`config.mk`:
```
export PLATFORM = sky130hd
export DESIGN_NAME = fpit_isqrt
export DESIGN_NICKNAME = d
export VERILOG_FILES = /design/src/hw/rtl/fpit_pkg.sv /design/src/hw/rtl/fpit_isqrt.sv
export SDC_FILE = /design/constraint.sdc
export NUM_CORES = 2
export LEC_CHECK = 0
export BUFFER_PORTS_ARGS = -buffer_cell sky130_fd_sc_hd__buf_2
export CAP_MARGIN = 25
export CORE_MARGIN = 2
export CORE_UTILIZATION = 35
export DETAILED_ROUTE_END_ITERATION = 7
export PLACE_DENSITY_LB_ADDON = 0.15
export SYNTH_ARGS = -nofsm -noshare
export SYNTH_HDL_FRONTEND = slang
export SYNTH_MEMORY_MAX_BITS = 65536
export SYNTH_SLANG_ARGS = --single-unit
export TNS_END_PERCENT = 1
```
`constraint.sdc`:
```
create_clock -name clk_i -period 4.6 [get_ports clk_i]
set_input_delay 0.46 -clock clk_i [delete_from_list [all_inputs] [get_ports clk_i]]
set_output_delay 0.46 -clock clk_i [all_outputs]
set_load 0.05 [all_outputs]
```
`src/hw/rtl/fpit_pkg.sv`:
```
// shared constants and types for the facet point-inside test
// no dependencies
package fpit_pkg;

  localparam int unsigned FracBits   = 16;
  localparam int unsigned CfgW       = 31;
  localparam int unsigned CfgIdxW    = 3;
  localparam int unsigned CoordW     = 33;
  localparam int unsigned RootW      = 32;
  localparam int unsigned RadW       = 2 * RootW;
  localparam int unsigned SqrtStages = RadW / 2;
  localparam int unsigned EdgeW      = 38;
  localparam int unsigned MagW       = 36;
  localparam int unsigned HalfW      = MagW / 2;
  localparam int unsigned ProdW      = 2 * MagW;

  localparam logic signed [EdgeW-1:0] MoveHalf = EdgeW'(64'd50 << FracBits);

  typedef enum logic [CfgIdxW-1:0] {
    RegLength = 3'd0,
    RegWidth  = 3'd1,
    RegRadius = 3'd2,
    RegTipCut = 3'd3,
    RegSector = 3'd4
  } cfg_reg_e;

  typedef struct packed {
    logic [CoordW-1:0] x;
    logic [CoordW-1:0] y;
    logic [RootW-1:0]  ex1;
    logic              in_len;
    logic              pt_ok;
    logic              root_ok;
    logic              e1_ok;
    logic              e2_ok;
  } root_sb_t;

endpackage

```
`src/hw/rtl/fpit_isqrt.sv`:
```
// pipelined floor square root, one result bit per register stage
// depends on fpit_pkg
module fpit_isqrt (
  input  logic                         clk_i,
  input  logic [fpit_pkg::RadW-1:0]    radicand_i,
  output logic [fpit_pkg::RootW-1:0]   root_o
);

  localparam int unsigned N    = fpit_pkg::SqrtStages;
  localparam int unsigned RW   = fpit_pkg::RootW;
  localparam int unsigned NW   = fpit_pkg::RadW;
  localparam int unsigned RemW = RW + 3;

  logic [RemW-1:0] rem_q [N];
  logic [RemW-1:0] rem_d [N];
  logic [RW-1:0]   root_q [N];
  logic [RW-1:0]   root_d [N];
  logic [NW-1:0]   rad_q [N];
  logic [NW-1:0]   rad_d [N];
  logic [RemW-1:0] rin [N];
  logic [RemW-1:0] cur [N];
  logic [RemW-1:0] trial [N];
  logic [RW-1:0]   oin [N];
  logic [NW-1:0]   nin [N];

  always_comb begin
    rin[0] = '0;
    oin[0] = '0;
    nin[0] = radicand_i;
    for (int s = 1; s < N; s++) begin
      rin[s] = rem_q[s-1];
      oin[s] = root_q[s-1];
      nin[s] = rad_q[s-1];
    end
    for (int s = 0; s < N; s++) begin
      cur[s]   = {rin[s][RemW-3:0], nin[s][NW-1 -: 2]};
      trial[s] = {1'b0, oin[s], 2'b01};
      rad_d[s] = {nin[s][NW-3:0], 2'b00};
      if (cur[s] >= trial[s]) begin
        rem_d[s]  = cur[s] - trial[s];
        root_d[s] = {oin[s][RW-2:0], 1'b1};
      end else begin
        rem_d[s]  = cur[s];
        root_d[s] = {oin[s][RW-2:0], 1'b0};
      end
    end
  end

  always_ff @(posedge clk_i) begin
    for (int s = 0; s < N; s++) begin
      rem_q[s]  <= rem_d[s];
      root_q[s] <= root_d[s];
      rad_q[s]  <= rad_d[s];
    end
  end

  assign root_o = root_q[N-1];

endmodule

```
==> results.py <==
metrics = {
    "outcome": {
        "run_status": "completed",
    },
    "critical_path": {
        "reg2reg_depth": 11,
        "r2r_start": "root_q[1][400]$_DFF_P_",
        "cp_slowest_cell": "dfxtp_1",
        "ff2ff_setup_slack_ns": 0.76,
        "path_depth": 11,
        "setup.worst_path.end_class": "register",
        "setup.worst_path.class": "register to register",
        "crit_buf_inv": 2,
        "worstPathArrival_ns": 4.53,
        "worstReg2RegEnd": "rem_q[1][472]$_DFF_P_",
        "critPathMostFrequentCell": "o21ai_0",
        "slowest_delay_ns": 0.48,
        "worst-path-max-fanout": 61,
        "startpoint": "root_q[1][400]$_DFF_P_",
        "cp.required_ns": 5.29,
        "cp_top_family": "compound AO/OA/AOI/OAI gates",
        "path_cells": "inv_1 -> ha_1 -> a21oi_1 -> o21ai_0 -> a311oi_1 -> nand3_1 -> o31ai_1 -> o21ai_0 -> a21oi_4 -> buf_12 -> mux2_2",
        "endpoint": "rem_q[1][472]$_DFF_P_",
        "cp-start-kind": "register",
    },
    "global_routing": {
        "first_global_vias": 61600,
        "grt_use_total_pct": 15.6,
        "grt_max_degree": 62,
        "overflow": 0,
        "antenna_found_initial": 11,
        "grt_pass1_wl_mm": 334,
    },
    "cts": {
        "postCtsSetupRepairBufs": 0,
        "cts_buffers": 287,
        "cts_tree": "done",
        "clockBufferDepth": 4,
        "clkTransAtPathRegs_ns": 0.06,
        "postCtsHoldBufs": 65,
        "cts.sinks": 2494,
        "h-tree-depth": 5,
        "cts-resized-gates": 0,
        "worst_skew_pair.late_latency_ns": 0.84,
        "cts-root-buf": "clkbuf_16",
    },
    "power": {
        "p_total_w": 0.0610,
        "ir_drop_mv": 0.333,
        "p_leak_nw": 49.7,
        "power_density_mw_per_mm2": 571,
    },
    "routing": {
        "antenna_left": 0,
        "drcViolationCount": 0,
        "vias": 62500,
        "drtPass1Iterations": 6,
        "via_per_inst": 4.77,
        "wirelength_mm": 213,
        "drt-initial-drc-count": 3492,
        "routedWlPerCell_um": 16.2,
    },
    "hold_path": {
        "worstHoldStart": "radicand_i[14]",
        "hold_path_class": "input pin to register",
    },
    "timing": {
        "hold_ws_ns": 0.255,
        "max_freq_mhz": 260,
        "setup_violations": 0,
        "relSlewSlack_pct": 39.6,
        "rsz0062_at_grt": "false",
        "finClkSkew_ns": 0.0479,
        "period_share_pct": 83.5,
        "slew_violations": 0,
        "worst_slew_pin_slew_ns": 0.898,
        "hold_viol": 0,
        "finalSetupTns_ns": 0,
        "layout_min_cycle_time_ns": 3.84,
    },
    "synth": {
        "synth_top_area_cell": "dfxtp_1",
        "yosys_warnings": 0,
        "synthFlopType": "dfxtp_1",
        "netlist-cell-type-count": 80,
        "synth_seq_area_share_pct": 54.4,
        "netlist_area_sq_mm": 0.0919,
        "synth_common_cells": "dfxtp_1, inv_1, nor2_1",
        "synth_nets": 9661,
        "yosys_register_bits": 2494,
        "yosysTopAreaCellShare_pct": 54.4,
        "synth.area.top_cells": "dfxtp_1, ha_1, xnor2_1",
        "avgSynthCellArea_sq_um": 10.2,
        "synth.most_common_cell": "dfxtp_1",
        "synth_cells": 9035,
        "synth_edf_count": 0,
        "async_flop_share_pct": 0,
    },
    "flow_run": {
        "maxCapViolations": 0,
    },
    "floorplan": {
        "core_area_sq_mm": 0.262,
        "dieArea_sq_mm": 0.267,
        "dieHeight_um": 516,
        "io_pins": 97,
        "die_w_um": 516,
        "row_count": 188,
        "initial_core_util_pct": 35.1,
    },
    "final_layout": {
        "drive_gt1_share_pct": 8.57,
        "fin_util_pct": 40.8,
        "final_nets": 9981,
        "areaGrowthSynthToFinish_pct": 16.4,
    },
    "place": {
        "port_buffers": 96,
        "gp_congestion": 0.875,
        "dpl.hpwl_mm": 163,
    },
}
[cell type report]
class | count | area, sq um
Fill cell | 25500 | 155000
Sequential cell | 2494 | 49900
Multi-Input combinational cell | 5650 | 38700
Clock buffer | 400 | 8190
Tap cell | 3515 | 4400
Inverter | 715 | 2680
Clock inverter | 112 | 1510
Timing Repair Buffer | 207 | 1500
Antenna cell | 5 | 12.5
[cell usage in the layout (no fill, tap or decap), drive strengths merged, types with 70 or more instances in the layout]
| cell type | instances |
|---|---|
| o21ai | 423 |
| a21o | 228 |
| nor2b | 97 |
| clkbuf | 402 |
| nand2b | 120 |
| or3 | 90 |
| nand4 | 85 |
| nand3 | 163 |
| or4 | 70 |
| dfxtp | 2494 |
| nor2 | 590 |
| nor3 | 223 |
| nand2 | 549 |
| o21a | 116 |
| nor4 | 115 |
| xnor2 | 421 |
| a21oi | 582 |
| xor2 | 373 |
| inv | 728 |
| buf | 140 |
| ha | 561 |
| mux2 | 137 |
[kinds of logic after synthesis]
family / after synthesis / share of synthesized area [%]
compound gates: 1831 / 12.5
fa+ha+maj: 561 / 7.64
other cells: 1 / 0.00408
xor+xnor: 794 / 7.57
flops: 2494 / 54.4
buf+inv: 891 / 3.67
simple gates: 2314 / 12.5
mux: 149 / 1.82
[layer usage]
| layer | vias up | global-route usage (%) | wire [um] |
|---|---|---|---|
| met2 | 1234 | 27.2 | 102000 |
| met1 | 29100 | 19.4 | 93800 |
| met4 | 0 | 6.11 | 8080 |
| met5 | - | 0 | 0 |
| li1 | 31700 | - | - |
| met3 | 452 | 2.20 | 8430 |
[metrics by stage]
step,cell area [sq um],setup WS [ns],cells
global placement,96500,0.675,12500
floorplan,91900,1.03,9035
CTS,107000,0.730,13100
global route,107000,0.436,13100
detailed placement,96500,0.761,12500
finish,107000,0.760,13100
[power by group]
| part | total, W | switching (W) | internal, W |
|---|---|---|---|
| clock | 0.0230 | 0.00889 | 0.0141 |
| sequential | 0.0280 | 0.00284 | 0.0252 |
| combinational | 0.0100 | 0.00558 | 0.00444 |
| total | 0.0610 | 0.0173 | 0.0437 |
[registers in the layout (all words and copies together) (netlist names)]
name    cells
root_q    528
rem_q     974
rad_q     992
[worst min-delay path by stage]
stage / to / cells after the start
3_3_place_gp: rad_q[0][833]$_DFF_P_ / 0
2_1_floorplan: rad_q[0][100]$_DFF_P_ / 0
3_5_place_dp: rad_q[0][119]$_DFF_P_ / 0
5_1_grt: rad_q[0][47]$_DFF_P_ / 2
4_1_cts: rad_q[0][14]$_DFF_P_ / 2
6_report: rad_q[0][14]$_DFF_P_ / 2
(Power assumes the default switching activity.)
